===== config.mk =====
export PLATFORM = sky130hd
export DESIGN_NAME = cursor_linked_list_engine
export DESIGN_NICKNAME = d
export VERILOG_FILES = /design/src/hdl/cll_pkg.sv /design/src/hdl/cll_ctrl.sv /design/src/hdl/cll_datapath.sv /design/src/hdl/cursor_linked_list_engine.sv
export SDC_FILE = /design/constraint.sdc
export NUM_CORES = 1
export LEC_CHECK = 0
export ABC_AREA = 1
export BUFFER_PORTS_ARGS = -buffer_cell sky130_fd_sc_hd__buf_2
export CAP_MARGIN = 40
export CELL_PAD_IN_SITES_DETAIL_PLACEMENT = 1
export CELL_PAD_IN_SITES_GLOBAL_PLACEMENT = 1
export CORE_MARGIN = 2
export CORE_UTILIZATION = 51
export DETAILED_ROUTE_END_ITERATION = 7
export PLACE_DENSITY_LB_ADDON = 0.1
export SYNTH_ARGS = -nofsm -noshare
export SYNTH_HDL_FRONTEND = slang
export SYNTH_HIERARCHICAL = 1
export SYNTH_SLANG_ARGS = --single-unit
export TNS_END_PERCENT = 20

===== constraint.sdc =====
create_clock -name i_clk -period 9.5 [get_ports i_clk]
set_clock_uncertainty 0.05 [all_clocks]
set_input_delay 0.95 -clock i_clk [delete_from_list [all_inputs] [get_ports i_clk]]
set_output_delay 0.95 -clock i_clk [all_outputs]
set_load 0.1 [all_outputs]

===== src/hdl/cll_pkg.sv =====
// shared types and constants for the cursor linked list engine
// no dependencies
`default_nettype none

package cll_pkg;

    localparam int DEPTH   = 16;
    localparam int WORD_W  = 32;
    localparam int SLOT_W  = $clog2(DEPTH);
    localparam int CNT_W   = $clog2(DEPTH + 1);
    localparam int MODE_W  = 4;
    localparam int FAULT_W = 2;

    typedef enum logic [MODE_W-1:0] {
        M_CLEAR      = 4'd0,
        M_FRONT      = 4'd1,
        M_BACK       = 4'd2,
        M_PREV       = 4'd3,
        M_NEXT       = 4'd4,
        M_PREPEND    = 4'd5,
        M_APPEND     = 4'd6,
        M_BEFORE     = 4'd7,
        M_AFTER      = 4'd8,
        M_DEL_FRONT  = 4'd9,
        M_DEL_BACK   = 4'd10,
        M_DEL_CURSOR = 4'd11,
        M_SET        = 4'd12,
        M_STATUS     = 4'd13
    } t_mode;

    typedef enum logic [FAULT_W-1:0] {
        F_OK    = 2'd0,
        F_FULL  = 2'd1,
        F_EMPTY = 2'd2
    } t_fault;

    typedef enum logic [3:0] {
        S_IDLE,
        S_LINK,
        S_EXEC,
        S_EXEC2,
        S_RD_HEAD,
        S_RD_TAIL,
        S_RD_CUR,
        S_DONE
    } t_state;

    typedef enum logic [1:0] {
        RD_LINK,
        RD_HEAD,
        RD_TAIL,
        RD_CUR
    } t_rd_sel;

    typedef struct packed {
        logic    accept;
        logic    rd_en;
        t_rd_sel rd_sel;
        logic    exec;
        logic    exec2;
        logic    cap_head;
        logic    cap_tail;
        logic    load_out;
    } t_cmd;

endpackage

`default_nettype wire


===== src/hdl/cll_ctrl.sv =====
// sequencer for the cursor linked list engine: handshakes and phase commands
// depends on cll_pkg
`default_nettype none

module cll_ctrl (
    input  wire logic         i_clk,
    input  wire logic         i_rst_n,
    input  wire logic         i_in_valid,
    output logic              o_in_ready,
    output logic              o_out_valid,
    input  wire logic         i_out_ready,
    output cll_pkg::t_cmd     o_cmd
);
    import cll_pkg::*;

    t_state r_state, n_state;
    logic   r_out_valid, n_out_valid;

    always_ff @(posedge i_clk) begin
        if (!i_rst_n) begin
            r_state     <= S_IDLE;
            r_out_valid <= 1'b0;
        end else begin
            r_state     <= n_state;
            r_out_valid <= n_out_valid;
        end
    end

    always_comb begin
        n_state     = r_state;
        n_out_valid = r_out_valid & ~i_out_ready;
        o_cmd       = '0;
        o_cmd.rd_sel = RD_LINK;
        unique case (r_state)
            S_IDLE: begin
                if (i_in_valid) begin
                    o_cmd.accept = 1'b1;
                    n_state      = S_LINK;
                end
            end
            S_LINK: begin
                o_cmd.rd_en  = 1'b1;
                o_cmd.rd_sel = RD_LINK;
                n_state      = S_EXEC;
            end
            S_EXEC: begin
                o_cmd.exec = 1'b1;
                n_state    = S_EXEC2;
            end
            S_EXEC2: begin
                o_cmd.exec2 = 1'b1;
                n_state     = S_RD_HEAD;
            end
            S_RD_HEAD: begin
                o_cmd.rd_en  = 1'b1;
                o_cmd.rd_sel = RD_HEAD;
                n_state      = S_RD_TAIL;
            end
            S_RD_TAIL: begin
                o_cmd.cap_head = 1'b1;
                o_cmd.rd_en    = 1'b1;
                o_cmd.rd_sel   = RD_TAIL;
                n_state        = S_RD_CUR;
            end
            S_RD_CUR: begin
                o_cmd.cap_tail = 1'b1;
                o_cmd.rd_en    = 1'b1;
                o_cmd.rd_sel   = RD_CUR;
                n_state        = S_DONE;
            end
            S_DONE: begin
                if (!r_out_valid || i_out_ready) begin
                    o_cmd.load_out = 1'b1;
                    n_out_valid    = 1'b1;
                    n_state        = S_IDLE;
                end
            end
            default: n_state = S_IDLE;
        endcase
    end

    assign o_in_ready  = (r_state == S_IDLE);
    assign o_out_valid = r_out_valid;

endmodule

`default_nettype wire


===== src/hdl/cll_datapath.sv =====
// list state, slot memories, free slot search and result registers
// depends on cll_pkg
`default_nettype none

module cll_datapath (
    input  wire logic                         i_clk,
    input  wire logic                         i_rst_n,
    input  wire cll_pkg::t_cmd                i_cmd,
    input  wire logic [cll_pkg::MODE_W-1:0]   i_mode,
    input  wire logic [cll_pkg::WORD_W-1:0]   i_data_word,
    output logic [cll_pkg::CNT_W-1:0]         o_count,
    output logic signed [cll_pkg::CNT_W-1:0]  o_cursor_position,
    output logic [cll_pkg::WORD_W-1:0]        o_head_word,
    output logic [cll_pkg::WORD_W-1:0]        o_tail_word,
    output logic [cll_pkg::WORD_W-1:0]        o_cursor_word,
    output logic [cll_pkg::WORD_W-1:0]        o_removed_word,
    output logic [cll_pkg::FAULT_W-1:0]       o_fault
);
    import cll_pkg::*;

    // slot stores
    logic [WORD_W-1:0] r_val_mem  [DEPTH];
    logic [SLOT_W-1:0] r_prev_mem [DEPTH];
    logic [SLOT_W-1:0] r_next_mem [DEPTH];

    // list control state
    logic [DEPTH-1:0]  r_used, n_used;
    logic [SLOT_W-1:0] r_head, n_head, r_tail, n_tail, r_cur, n_cur;
    logic [CNT_W-1:0]  r_cidx, n_cidx, r_cnt, n_cnt;

    // item and per-item results
    t_mode             r_mode;
    logic [WORD_W-1:0] r_data;
    t_fault            r_fault, n_fault;
    logic [WORD_W-1:0] r_removed, n_removed;
    logic [WORD_W-1:0] r_head_st, r_tail_st;

    // deferred second link write
    logic              r_w2p_en, n_w2p_en, r_w2n_en, n_w2n_en;
    logic [SLOT_W-1:0] r_w2p_a, n_w2p_a, r_w2p_d, n_w2p_d;
    logic [SLOT_W-1:0] r_w2n_a, n_w2n_a, r_w2n_d, n_w2n_d;

    // read port
    logic [SLOT_W-1:0] rd_addr;
    logic [WORD_W-1:0] r_rd_val;
    logic [SLOT_W-1:0] r_rd_prev, r_rd_next;

    // write ports
    logic              val_we, prev_we, next_we;
    logic [SLOT_W-1:0] val_wa, prev_wa, next_wa, prev_wd, next_wd;
    logic [WORD_W-1:0] val_wd;

    // free slot search
    logic              do_pre, do_app, backward, cval, empty, full;
    logic [SLOT_W-1:0] start, cand, free_slot;

    assign cval  = ~r_cidx[CNT_W-1];
    assign empty = (r_cnt == '0);
    assign full  = (r_cnt == CNT_W'(DEPTH));
    assign do_pre = (r_mode == M_PREPEND) || ((r_mode == M_BEFORE) && cval && (r_cur == r_head));
    assign do_app = (r_mode == M_APPEND) || ((r_mode == M_AFTER) && cval && (r_cur == r_tail));
    assign backward = do_pre || (r_mode == M_BEFORE);
    assign start = do_pre ? r_head : (do_app ? r_tail : r_cur);

    // rotated priority encoder, nearest free slot wins
    always_comb begin
        free_slot = '0;
        cand      = '0;
        for (int n = DEPTH; n >= 1; n--) begin
            cand = backward ? start - SLOT_W'(n) : start + SLOT_W'(n);
            if (!r_used[cand]) free_slot = cand;
        end
    end

    always_comb begin
        unique case (i_cmd.rd_sel)
            RD_LINK: rd_addr = (r_mode == M_DEL_FRONT) ? r_head :
                               ((r_mode == M_DEL_BACK) ? r_tail : r_cur);
            RD_HEAD: rd_addr = r_head;
            RD_TAIL: rd_addr = r_tail;
            RD_CUR:  rd_addr = r_cur;
            default: rd_addr = r_cur;
        endcase
    end

    always_comb begin
        n_used = r_used; n_head = r_head; n_tail = r_tail; n_cur = r_cur;
        n_cidx = r_cidx; n_cnt = r_cnt;
        n_fault = r_fault; n_removed = r_removed;
        n_w2p_en = 1'b0; n_w2p_a = r_w2p_a; n_w2p_d = r_w2p_d;
        n_w2n_en = 1'b0; n_w2n_a = r_w2n_a; n_w2n_d = r_w2n_d;
        val_we = 1'b0; val_wa = '0; val_wd = r_data;
        prev_we = 1'b0; prev_wa = '0; prev_wd = '0;
        next_we = 1'b0; next_wa = '0; next_wd = '0;
        if (i_cmd.exec) begin
            n_fault   = F_OK;
            n_removed = '0;
            if (do_pre || do_app) begin
                if (empty) begin
                    // first node always lands in slot 0
                    val_we = 1'b1; val_wa = '0;
                    prev_we = 1'b1; prev_wa = '0; prev_wd = '0;
                    next_we = 1'b1; next_wa = '0; next_wd = '0;
                    n_used[0] = 1'b1;
                    n_head = '0; n_tail = '0; n_cnt = CNT_W'(1);
                end else if (full) begin
                    n_fault = F_FULL;
                end else if (do_pre) begin
                    val_we = 1'b1; val_wa = free_slot;
                    prev_we = 1'b1; prev_wa = free_slot; prev_wd = free_slot;
                    next_we = 1'b1; next_wa = free_slot; next_wd = r_head;
                    n_w2p_en = 1'b1; n_w2p_a = r_head; n_w2p_d = free_slot;
                    n_used[free_slot] = 1'b1;
                    n_head = free_slot;
                    n_cnt  = r_cnt + CNT_W'(1);
                    if (cval) n_cidx = r_cidx + CNT_W'(1);
                end else begin
                    val_we = 1'b1; val_wa = free_slot;
                    next_we = 1'b1; next_wa = free_slot; next_wd = free_slot;
                    prev_we = 1'b1; prev_wa = free_slot; prev_wd = r_tail;
                    n_w2n_en = 1'b1; n_w2n_a = r_tail; n_w2n_d = free_slot;
                    n_used[free_slot] = 1'b1;
                    n_tail = free_slot;
                    n_cnt  = r_cnt + CNT_W'(1);
                end
            end else begin
                unique case (r_mode)
                    M_CLEAR: begin
                        n_used = '0; n_head = '0; n_tail = '0; n_cur = '0;
                        n_cidx = '1; n_cnt = '0;
                    end
                    M_FRONT: begin
                        if (empty) n_fault = F_EMPTY;
                        else begin
                            n_cur = r_head; n_cidx = '0;
                        end
                    end
                    M_BACK: begin
                        if (empty) n_fault = F_EMPTY;
                        else begin
                            n_cur = r_tail; n_cidx = r_cnt - CNT_W'(1);
                        end
                    end
                    M_PREV: begin
                        if (!cval) n_fault = F_EMPTY;
                        else if (r_cidx == '0) n_cidx = '1;
                        else begin
                            n_cidx = r_cidx - CNT_W'(1); n_cur = r_rd_prev;
                        end
                    end
                    M_NEXT: begin
                        if (!cval) n_fault = F_EMPTY;
                        else if (r_cidx == r_cnt - CNT_W'(1)) n_cidx = '1;
                        else begin
                            n_cidx = r_cidx + CNT_W'(1); n_cur = r_rd_next;
                        end
                    end
                    M_BEFORE: begin
                        if (!cval) n_fault = F_EMPTY;
                        else if (full) n_fault = F_FULL;
                        else begin
                            val_we = 1'b1; val_wa = free_slot;
                            prev_we = 1'b1; prev_wa = free_slot; prev_wd = r_rd_prev;
                            next_we = 1'b1; next_wa = free_slot; next_wd = r_cur;
                            n_w2n_en = 1'b1; n_w2n_a = r_rd_prev; n_w2n_d = free_slot;
                            n_w2p_en = 1'b1; n_w2p_a = r_cur; n_w2p_d = free_slot;
                            n_used[free_slot] = 1'b1;
                            n_cnt  = r_cnt + CNT_W'(1);
                            n_cidx = r_cidx + CNT_W'(1);
                        end
                    end
                    M_AFTER: begin
                        if (!cval) n_fault = F_EMPTY;
                        else if (full) n_fault = F_FULL;
                        else begin
                            val_we = 1'b1; val_wa = free_slot;
                            prev_we = 1'b1; prev_wa = free_slot; prev_wd = r_cur;
                            next_we = 1'b1; next_wa = free_slot; next_wd = r_rd_next;
                            n_w2p_en = 1'b1; n_w2p_a = r_rd_next; n_w2p_d = free_slot;
                            n_w2n_en = 1'b1; n_w2n_a = r_cur; n_w2n_d = free_slot;
                            n_used[free_slot] = 1'b1;
                            n_cnt = r_cnt + CNT_W'(1);
                        end
                    end
                    M_DEL_FRONT, M_DEL_BACK, M_DEL_CURSOR: begin
                        if ((r_mode == M_DEL_CURSOR) ? !cval : empty) begin
                            n_fault = F_EMPTY;
                        end else begin
                            n_removed = r_rd_val;
                            if (r_cnt == CNT_W'(1)) begin
                                n_used = '0; n_head = '0; n_tail = '0; n_cur = '0;
                                n_cidx = '1; n_cnt = '0;
                            end else if ((r_mode == M_DEL_FRONT) ||
                                         ((r_mode == M_DEL_CURSOR) && (r_cidx == '0))) begin
                                n_used[rd_addr] = 1'b0;
                                n_head = r_rd_next;
                                n_cnt  = r_cnt - CNT_W'(1);
                                if (cval) n_cidx = r_cidx - CNT_W'(1);
                            end else if ((r_mode == M_DEL_BACK) ||
                                         (r_cidx == r_cnt - CNT_W'(1))) begin
                                n_used[rd_addr] = 1'b0;
                                n_tail = r_rd_prev;
                                n_cnt  = r_cnt - CNT_W'(1);
                                if (r_cidx == r_cnt - CNT_W'(1)) n_cidx = '1;
                            end else begin
                                // unlink a middle node
                                next_we = 1'b1; next_wa = r_rd_prev; next_wd = r_rd_next;
                                prev_we = 1'b1; prev_wa = r_rd_next; prev_wd = r_rd_prev;
                                n_used[r_cur] = 1'b0;
                                n_cidx = '1;
                                n_cnt  = r_cnt - CNT_W'(1);
                            end
                        end
                    end
                    M_SET: begin
                        if (!cval) n_fault = F_EMPTY;
                        else begin
                            val_we = 1'b1; val_wa = r_cur;
                        end
                    end
                    default: ;
                endcase
            end
        end else if (i_cmd.exec2) begin
            prev_we = r_w2p_en; prev_wa = r_w2p_a; prev_wd = r_w2p_d;
            next_we = r_w2n_en; next_wa = r_w2n_a; next_wd = r_w2n_d;
        end
    end

    always_ff @(posedge i_clk) begin
        if (!i_rst_n) begin
            r_used <= '0;
            r_head <= '0;
            r_tail <= '0;
            r_cur  <= '0;
            r_cidx <= '1;
            r_cnt  <= '0;
            r_w2p_en <= 1'b0;
            r_w2n_en <= 1'b0;
        end else begin
            r_used <= n_used;
            r_head <= n_head;
            r_tail <= n_tail;
            r_cur  <= n_cur;
            r_cidx <= n_cidx;
            r_cnt  <= n_cnt;
            r_w2p_en <= n_w2p_en;
            r_w2n_en <= n_w2n_en;
        end
    end

    always_ff @(posedge i_clk) begin
        if (i_cmd.accept) begin
            r_mode <= t_mode'(i_mode);
            r_data <= i_data_word;
        end
        r_fault   <= n_fault;
        r_removed <= n_removed;
        r_w2p_a <= n_w2p_a; r_w2p_d <= n_w2p_d;
        r_w2n_a <= n_w2n_a; r_w2n_d <= n_w2n_d;
        if (i_cmd.cap_head) r_head_st <= r_rd_val;
        if (i_cmd.cap_tail) r_tail_st <= r_rd_val;
        if (i_cmd.load_out) begin
            o_count           <= r_cnt;
            o_cursor_position <= r_cidx;
            o_head_word       <= empty ? '0 : r_head_st;
            o_tail_word       <= empty ? '0 : r_tail_st;
            o_cursor_word     <= cval ? r_rd_val : '0;
            o_removed_word    <= r_removed;
            o_fault           <= r_fault;
        end
    end

    // memories
    always_ff @(posedge i_clk) begin
        if (val_we)  r_val_mem[val_wa]   <= val_wd;
        if (prev_we) r_prev_mem[prev_wa] <= prev_wd;
        if (next_we) r_next_mem[next_wa] <= next_wd;
        if (i_cmd.rd_en) begin
            r_rd_val  <= r_val_mem[rd_addr];
            r_rd_prev <= r_prev_mem[rd_addr];
            r_rd_next <= r_next_mem[rd_addr];
        end
    end

endmodule

`default_nettype wire


===== src/hdl/cursor_linked_list_engine.sv =====
// top level of the cursor linked list engine: sequencer plus datapath
// depends on cll_pkg, cll_ctrl, cll_datapath
`default_nettype none

// A doubly linked list of up to 16 words with a cursor. Each input word
// carries one operation and yields exactly one result word with the count,
// cursor index (-1 when undefined), front, back and cursor values, the
// removed value and a fault code. An item passes through one link read, two
// link write phases (the neighbor update needs a read, then up to two writes
// per link store), three reads of the value store's single read port for the
// front, back and cursor values and the result register load, and only then
// does the engine return to idle and accept the next word. The result register
// holds a finished word while the next item is accepted and worked on; the
// last step waits only if the previous result has not yet been taken. A new
// node in a nonempty list takes the nearest free slot found by a rotated
// priority encoder over the slot used bits.
module cursor_linked_list_engine (
    input  wire logic                         i_clk,
    input  wire logic                         i_rst_n,
    input  wire logic                         i_in_valid,
    output logic                              o_in_ready,
    input  wire logic [cll_pkg::MODE_W-1:0]   i_mode,
    input  wire logic [cll_pkg::WORD_W-1:0]   i_data_word,
    output logic                              o_out_valid,
    input  wire logic                         i_out_ready,
    output logic [cll_pkg::CNT_W-1:0]         o_count,
    output logic signed [cll_pkg::CNT_W-1:0]  o_cursor_position,
    output logic [cll_pkg::WORD_W-1:0]        o_head_word,
    output logic [cll_pkg::WORD_W-1:0]        o_tail_word,
    output logic [cll_pkg::WORD_W-1:0]        o_cursor_word,
    output logic [cll_pkg::WORD_W-1:0]        o_removed_word,
    output logic [cll_pkg::FAULT_W-1:0]       o_fault
);
    import cll_pkg::*;

    // phase commands from the sequencer
    t_cmd cmd;

    cll_ctrl u_ctrl (
        .i_clk       (i_clk),
        .i_rst_n     (i_rst_n),
        .i_in_valid  (i_in_valid),
        .o_in_ready  (o_in_ready),
        .o_out_valid (o_out_valid),
        .i_out_ready (i_out_ready),
        .o_cmd       (cmd)
    );

    // list state, slot stores and result register
    cll_datapath u_dp (
        .i_clk             (i_clk),
        .i_rst_n           (i_rst_n),
        .i_cmd             (cmd),
        .i_mode            (i_mode),
        .i_data_word       (i_data_word),
        .o_count           (o_count),
        .o_cursor_position (o_cursor_position),
        .o_head_word       (o_head_word),
        .o_tail_word       (o_tail_word),
        .o_cursor_word     (o_cursor_word),
        .o_removed_word    (o_removed_word),
        .o_fault           (o_fault)
    );

`ifndef SYNTHESIS
    // the list never holds more words than slots
    a_count_bound: assert property (@(posedge i_clk) disable iff (!i_rst_n)
        o_out_valid |-> (o_count <= CNT_W'(DEPTH)))
        else $error("count exceeds store depth");

    // a defined cursor lies inside the list
    a_cursor_range: assert property (@(posedge i_clk) disable iff (!i_rst_n)
        (o_out_valid && !o_cursor_position[CNT_W-1]) |->
            (o_count != '0 && $unsigned(o_cursor_position) < o_count))
        else $error("cursor outside list");

    // a full fault only happens on a full store
    a_full_fault: assert property (@(posedge i_clk) disable iff (!i_rst_n)
        (o_out_valid && o_fault == F_FULL) |-> (o_count == CNT_W'(DEPTH)))
        else $error("full fault with free slots");

    // one item at a time
    a_single_item: assert property (@(posedge i_clk) disable iff (!i_rst_n)
        (i_in_valid && o_in_ready) |=> !o_in_ready)
        else $error("second item taken while busy");
`endif

endmodule

`default_nettype wire

## Word-level counts from Yosys, hierarchy flattened

Memory sizes are Yosys's and may differ from the RTL's. A register that Yosys moved wholly into a read port is not among the register bits.
Cells that the tools add are included.

- Bits of input ports: 40
- RAM bits: 640
- Word-level logic and storage cells: 460
- Memories kept: 3
- Register bits after elaboration: 335
- Output and inout bits: 142

Memories:

| memory | depth | width | rd ports | clocked after memory_dff | wr ports | RTL line | RTL |
|---|---|---|---|---|---|---|---|
| u_dp.r_val_mem | 16 | 32 | 1 | 1 | 1 | cll_datapath.sv:22 | `logic [WORD_W-1:0] r_val_mem [DEPTH];` |
| u_dp.r_next_mem | 16 | 4 | 1 | 1 | 1 | cll_datapath.sv:24 | `logic [SLOT_W-1:0] r_next_mem [DEPTH];` |
| u_dp.r_prev_mem | 16 | 4 | 1 | 1 | 1 | cll_datapath.sv:23 | `logic [SLOT_W-1:0] r_prev_mem [DEPTH];` |

- Bitwise logic cells: 11
- Multiplexer cells: 258
- Eq/ne operators: 58
- Add/subtract/negate cells: 34
- Magnitude comparators: 22
- Reduce and logical (&&, ||, !) cells: 45

Operators by type and width:

| cell | count |
|---|---|
| $mux W4 | 119 |
| $mux W5 | 25 |
| $mux W16 | 7 |
| $lt A4 B5 Y1 const B | 19 |
| $bmux W1 S4 | 16 |
| $mux W1 | 62 |
| $pmux W4 S2 | 7 |
| $pmux W16 S3 | 1 |
| $pmux W5 S7 | 1 |
| $add A4 B4 Y4 const B | 8 |
| $and A16 B16 Y16 | 2 |
| $eq A4 B3 Y1 const B | 8 |
| $ne A2 B2 Y1 const B | 16 |
| $not A16 Y16 | 2 |
| $pmux W4 S8 | 1 |
| $sub A4 B4 Y4 const B | 8 |
| $reduce_and A9 Y1 | 3 |
| $pmux W4 S3 | 2 |
| $pmux W4 S6 | 1 |
| $eq A4 B4 Y1 const B | 5 |
| $reduce_and A6 Y1 | 3 |
| $add A4 B3 Y4 const B | 4 |
| $eq A4 B2 Y1 const B | 4 |
| $or A16 B16 Y16 | 1 |
| 52 further kinds | 103 |

## Longest topological paths before layout

- Depth in word-level cells: 34
- Gate-level depth with buffers: 48
- Depth with buffers taken out: 46

## Hierarchy

Netlist, hierarchy kept.

By module, submodules not included:

| module | sequential area each (µm²) | times used | area an instance (µm²) | cells an instance |
|---|---|---|---|---|
| cll_datapath | 29,928.7 | 1 | 41,388.4 | 3,296 |
| cll_ctrl | 80.1 | 1 | 259.0 | 40 |

## Least setup slack after synthesis

No wires, ideal clock.

- Path type: input -> register
- Start point: input i_out_ready
- End point: register u_dp/o_count[0] (netlist name) (enable)
- Stages: 2
- Arrival time: 6.857 ns
- Setup slack: 1.946 ns
- Buffers on the path: 0
- Data required time: 8.803 ns
- Setup time: 0.647 ns
- Cells stage by stage: nor2_1 > nor2_1

RTL lines:

| item | RTL line | RTL |
|---|---|---|
| start: declaration | cursor_linked_list_engine.sv:25 | `input wire logic i_out_ready,` |
| end signal: assignment | cll_datapath.sv:264 | `o_count <= r_cnt;` |
| end: declaration | cll_datapath.sv:11 | `output logic [cll_pkg::CNT_W-1:0] o_count,` |

## Final worst setup path

- Start point: register u_dp.r_mode[3]
- End point: memory u_dp.r_val_mem[6][5] (enable)

- Cells in the longest elaborated chain, start to end: 30
- Elaborated cells between the ends (all ways): 120
- Those cells by class: add/sub (30); eq/ne (5); mux (76); reduce/logical (9)

Ends and longest elaborated chain:

| item | RTL line | RTL |
|---|---|---|
| start: declaration | cll_datapath.sv:32 | `t_mode r_mode;` |
| start signal: assignment | cll_datapath.sv:254 | `r_mode <= t_mode'(i_mode);` |
| $eq A4 B4 Y1 | cll_datapath.sv:61 | `assign do_app = (r_mode == M_APPEND) \|\| ((r_mode == M_AFTER) && cval && (r_cur == r_tail));` |
| $logic_and A1 B1 Y1 (2 in series) | cll_datapath.sv:61 |  |
| $logic_or A1 B1 Y1 | cll_datapath.sv:61 |  |
| $mux W4 (2 in series) | cll_datapath.sv:63 | `assign start = do_pre ? r_head : (do_app ? r_tail : r_cur);` |
| $add A4 B4 Y4 / $sub A4 B4 Y4 (equally long branches) | cll_datapath.sv:70 | `cand = backward ? start - SLOT_W'(n) : start + SLOT_W'(n);` |
| $mux W4 | cll_datapath.sv:70 |  |
| $bmux W1 S4 | cll_datapath.sv:71 | `if (!r_used[cand]) free_slot = cand;` |
| $mux W1 (implied by the code) | cll_datapath.sv:71 |  |
| $mux W4 (14 in series) | cll_datapath.sv:71 |  |
| $mux W4 (*) | cll_datapath.sv:71 |  |
| net u_dp.free_slot[2] | cll_datapath.sv:55 | `logic [SLOT_W-1:0] start, cand, free_slot;` |
| $mux W4 (*) | cll_datapath.sv:106, cll_datapath.sv:160, cll_datapath.sv:174 |  |
| $mux W4 | cll_datapath.sv:173 | `if (!cval) n_fault = F_EMPTY;` |
| $pmux W4 S2 | cll_datapath.sv:127 | `unique case (r_mode)` |
| $mux W4 (*) | cll_datapath.sv:98 | `if (do_pre \|\| do_app) begin` |
| $mux W4 (*) | cll_datapath.sv:95 | `if (i_cmd.exec) begin` |
| end: declaration | cll_datapath.sv:22 |  |

Mark *: on every way through the listed nets, which the timed path passes. The rest lies on a longest branch. The select of a mux whose other input is x is not followed.

==> run_results.csv <==
group,metric,value,unit
clock_network,root_buffer_cell,"sky130_fd_sc_hd__clkbuf_16",
power_and_ir_drop,power.total,11.1,mW
place,dpl_cell_area,43900,sq um
global_route,grt_pass1_wl,192000,um
timing,rsz0062_at_grt,"false",
timing,worst_max_slew_pin_slew,0.939,ns
floorplanning,fp.dieArea,84000,sq um
power_and_ir_drop,p_seq_frac,0.468,
worst_setup_path,timing.critical_path.arrival,7.92,ns
timing,finalSetupViolCount,0,
power_and_ir_drop,vdd_ir_drop_max,0.298,mV
worst_setup_path,worstSetupEndpointType,"flip-flop",
clock_network,tritoncts,"yes",
synthesis,yosys_warnings,6,
timing,max_freq,0.130,GHz
clock_network,clkTransAtPathRegs,0.06,ns
power_and_ir_drop,power_switching_share,0.299,
final_layout,most_common_cell_after_layout_fill_and_taps_aside,"sky130_fd_sc_hd__edfxtp_1",
power_and_ir_drop,internal_power,7.81,mW
timing,postLayoutSetupSlackWorst,1.81,ns
global_route,globalRoute.totalOverflow,0,
place,buffer_ports.inserted,181,
synthesis,dominant_cell_type_by_area_after_synthesis,"sky130_fd_sc_hd__edfxtp_1",
worst_setup_path,critical_path_peak_fanout,32,
synthesis,syn-instance-count,3336,
clock_network,clock-sinks,1014,
routing,drt-wirelength-per-cell,28.1,um
worst_setup_path,worst_path_max_delay_cell,"sky130_fd_sc_hd__fa_1",
routing,totalWireLength,131000,um
floorplanning,initial_core_util,0.516,
global_route,maximum_number_of_pins_on_one_net_before_global_route_repair,168,
timing,fin_tns_setup,0,ns
final_layout,finalNonFillerCells,4641,
power_and_ir_drop,power_frac_clock,0.361,
synthesis,yosysUniqueCellTypes,53,
synthesis,cell_area_after_technology_mapping,41600,sq um
synthesis,synth.net_count,3391,
synthesis,synth.top_cells.by_area,"sky130_fd_sc_hd__edfxtp_1, sky130_fd_sc_hd__nand3_1, sky130_fd_sc_hd__nand2_1",
place,place.gp.congestion,0.952,
floorplanning,row_count,104,
global_route,antenna_found_initial,4,
power_and_ir_drop,power.density,236,nW/um^2
power_and_ir_drop,p_leak,16.7,nW
timing,timing_max_transition_violations_final,0,
routing,route.detailed.vias_per_inst,6.28,
synthesis,asyncSetResetFlopFracSynth,0,
worst_setup_path,slowest_delay,1.06,ns
floorplanning,io_pins,182,
timing,slew_headroom,0.372,
clock_network,ctsLongestPathBuffers,3,
clock_network,ctsResizeCount,0,
worst_setup_path,worstSetupPathType,"flip-flop to flip-flop",
power_and_ir_drop,total_switching_power,3.33,mW
synthesis,synth_top_cell_area_share,0.699,
status,status,"complete, no violations",
worst_hold_path,hold-path-cell-count,0,
routing,first_pass_drt_iterations,6,
clock_network,cts-hold-fix-buffers,0,
synthesis,avg_synthesized_cell_area,12.5,sq um
floorplanning,die_height,290,um
place,dp_slack,2.02,ns
routing,antenna_violating_nets_remaining,0,
worst_setup_path,critical_path_required,9.73,ns
timing,fin_worst_hold_slack,0.370,ns
worst_setup_path,worst_path_most_repeated_cell,"sky130_fd_sc_hd__nand2_1",
place,dp_hpwl,83000,um
synthesis,edff_count_synth,970,
routing,num_vias,29100,
final_layout,stdcell_area,47300,sq um
routing,drc,0,
final_layout,layout-drive-gt1-share,0.134,
floorplanning,die-width,290,um
worst_setup_path,ff2ff_path_depth,38,
final_layout,finalNetCount,3556,
clock_network,clock_buffer_count_from_cts,102,
timing,fin_crit_sh,0.809,
clock_network,worstSkewPairLatency,0.70,ns
timing,final_hold_viol_count,0,
final_layout,areaGrowthSynthToFinish,13.5,%
global_route,vias_in_the_first_global_route,29700,
final_layout,postLayoutCoreUtil,0.586,
clock_network,cts.repair_timing.setup_buffer_count,0,
timing,post-route-min-period,7.69,ns
synthesis,postSynth.topFlopCell,"sky130_fd_sc_hd__edfxtp_1",
power_and_ir_drop,p_comb_frac,0.171,
worst_setup_path,category_of_the_worst_setup_path_launch_point,"flip-flop",
synthesis,yosys_register_bits,1014,
global_route,total_routing_resource_utilization_after_global_routing,0.309,
floorplanning,core_region_area,80700,sq um
routing,drt_iter0_drc,3080,
worst_hold_path,timing.hold.worst.class,"flip-flop to flip-flop",
clock_network,h_tree_levels,3,
final_layout,final_cell_mix,"sky130_fd_sc_hd__edfxtp_1, sky130_fd_sc_hd__nand3_1, sky130_fd_sc_hd__nand2_1",
final_layout,layout.filler_cells,8013,
place,placed_cells,4457,
run,timing.max_cap.violations,0,
synthesis,ys_seq_area_frac,0.721,
==> logic make-up (layout without fill, tap and decap cells) <==
group	after synthesis	after routing	share of synthesized area
compound gates	625	625	0.0957
simple gates	1245	1245	0.136
fa+ha+maj	15	15	0.00523
buf+inv	426	670	0.0396
other cells	0	1	0
flops	1014	1014	0.721
xor+xnor	11	11	0.00249
==> routing by layer <==
| metal | up-vias | routed length, um | share of wire | track usage |
|---|---|---|---|---|
| met2 | 1319 | 62300 | 0.48 | 0.495 |
| met4 | 0 | 3360 | 0.026 | 0.0905 |
| met1 | 14900 | 55800 | 0.43 | 0.445 |
| li1 | 12700 | - | - | - |
| met3 | 200 | 9160 | 0.070 | 0.0418 |
| met5 | - | 0 | 0 | 0 |
==> area by class of cell <==
| class | count | area (sq um) | area share |
|---|---|---|---|
| Timing Repair Buffer | 235 | 1470 | 0.0311 |
| Multi-Input combinational cell | 1896 | 10200 | 0.215 |
| Tap cell | 1060 | 1330 | 0.0280 |
| Clock buffer | 127 | 2670 | 0.0564 |
| Antenna cell | 1 | 2.50 | 0.0000529 |
| Inverter | 252 | 955 | 0.0202 |
| Sequential cell | 1014 | 30000 | 0.635 |
| Clock inverter | 56 | 668 | 0.0141 |
==> sequential cells by signal (all words and copies together), names as in the netlist, 16 cells and up <==
name	count
u_dp/r_head_st	32
u_dp/o_tail_word	32
u_dp/r_removed	32
u_dp/r_tail_st	32
u_dp/r_next_mem	64
u_dp/r_used	16
u_dp/r_prev_mem	64
u_dp/r_rd_val	32
u_dp/o_head_word	32
u_dp/o_removed_word	32
u_dp/r_val_mem	512
u_dp/o_cursor_word	32
u_dp/r_data	32
==> cells in the mapped netlist, types with 3 or more instances <==
master                      instances
sky130_fd_sc_hd__edfxtp_1         970
sky130_fd_sc_hd__nand3_1          453
sky130_fd_sc_hd__nand2_1          445
sky130_fd_sc_hd__nor2_1           231
sky130_fd_sc_hd__inv_1            229
sky130_fd_sc_hd__a31oi_1          187
sky130_fd_sc_hd__a22oi_1          161
sky130_fd_sc_hd__clkbuf_1         149
sky130_fd_sc_hd__o21ai_0          113
sky130_fd_sc_hd__a21oi_1           94
sky130_fd_sc_hd__dfxtp_1           44
sky130_fd_sc_hd__or4_1             40
sky130_fd_sc_hd__nand2_2           20
sky130_fd_sc_hd__inv_2             16
sky130_fd_sc_hd__a221oi_1          13
sky130_fd_sc_hd__buf_1             12
sky130_fd_sc_hd__nand4_1           12
sky130_fd_sc_hd__ha_1              11
sky130_fd_sc_hd__nor3_1            10
sky130_fd_sc_hd__o211ai_1          10
sky130_fd_sc_hd__nand3_2            9
sky130_fd_sc_hd__xor2_1             8
sky130_fd_sc_hd__a211oi_1           7
sky130_fd_sc_hd__buf_2              7
sky130_fd_sc_hd__nand2_4            7
sky130_fd_sc_hd__a2111oi_0          6
sky130_fd_sc_hd__o221ai_1           6
sky130_fd_sc_hd__o22ai_1            6
sky130_fd_sc_hd__o31ai_1            6
sky130_fd_sc_hd__a21oi_2            5
sky130_fd_sc_hd__clkinv_1           5
sky130_fd_sc_hd__nor2_2             5
sky130_fd_sc_hd__buf_6              4
sky130_fd_sc_hd__fa_1               4
sky130_fd_sc_hd__a32oi_1            3
sky130_fd_sc_hd__o21ai_1            3
==> worst max-delay path, delay by kind of cell (launching register included) <==
| kind | cells | cell delay, ns |
|---|---|---|
| adders and majority gates | 1 | 1.06 |
| buffers and inverters | 3 | 1.07 |
| DFF | 1 | 0.45 |
| AOI/OAI and AO/OA | 1 | 0.18 |
| and+or+nand+nor | 33 | 4.44 |
==> power by group through the flow <==
stage | Sequential, mW | Clock (mW) | Combinational [mW]
2_1_floorplan | 5.25 | 0 | 1.15
3_3_place_gp | 5.29 | 0 | 1.80
3_5_place_dp | 5.30 | 0 | 1.86
4_1_cts | 5.21 | 4.07 | 1.88
5_1_grt | 5.22 | 4.22 | 2.05
6_report | 5.21 | 4.02 | 1.91
==> worst paths after layout <==
kind                                                       from  slack, ns                          endpoint
worst max-delay path                   u_dp/r_mode[3]$_DFFE_PP_       1.81    u_dp/r_val_mem[6][5]$_DFFE_PP_
worst min-delay path            u_dp/r_removed[5]$_SDFFCE_PP0P_       0.37  u_dp/o_removed_word[5]$_DFFE_PP_
worst max register to register         u_dp/r_mode[3]$_DFFE_PP_       1.81    u_dp/r_val_mem[6][5]$_DFFE_PP_
worst min register to register  u_dp/r_removed[5]$_SDFFCE_PP0P_       0.37  u_dp/o_removed_word[5]$_DFFE_PP_
Power figures use the tool's default switching activity.
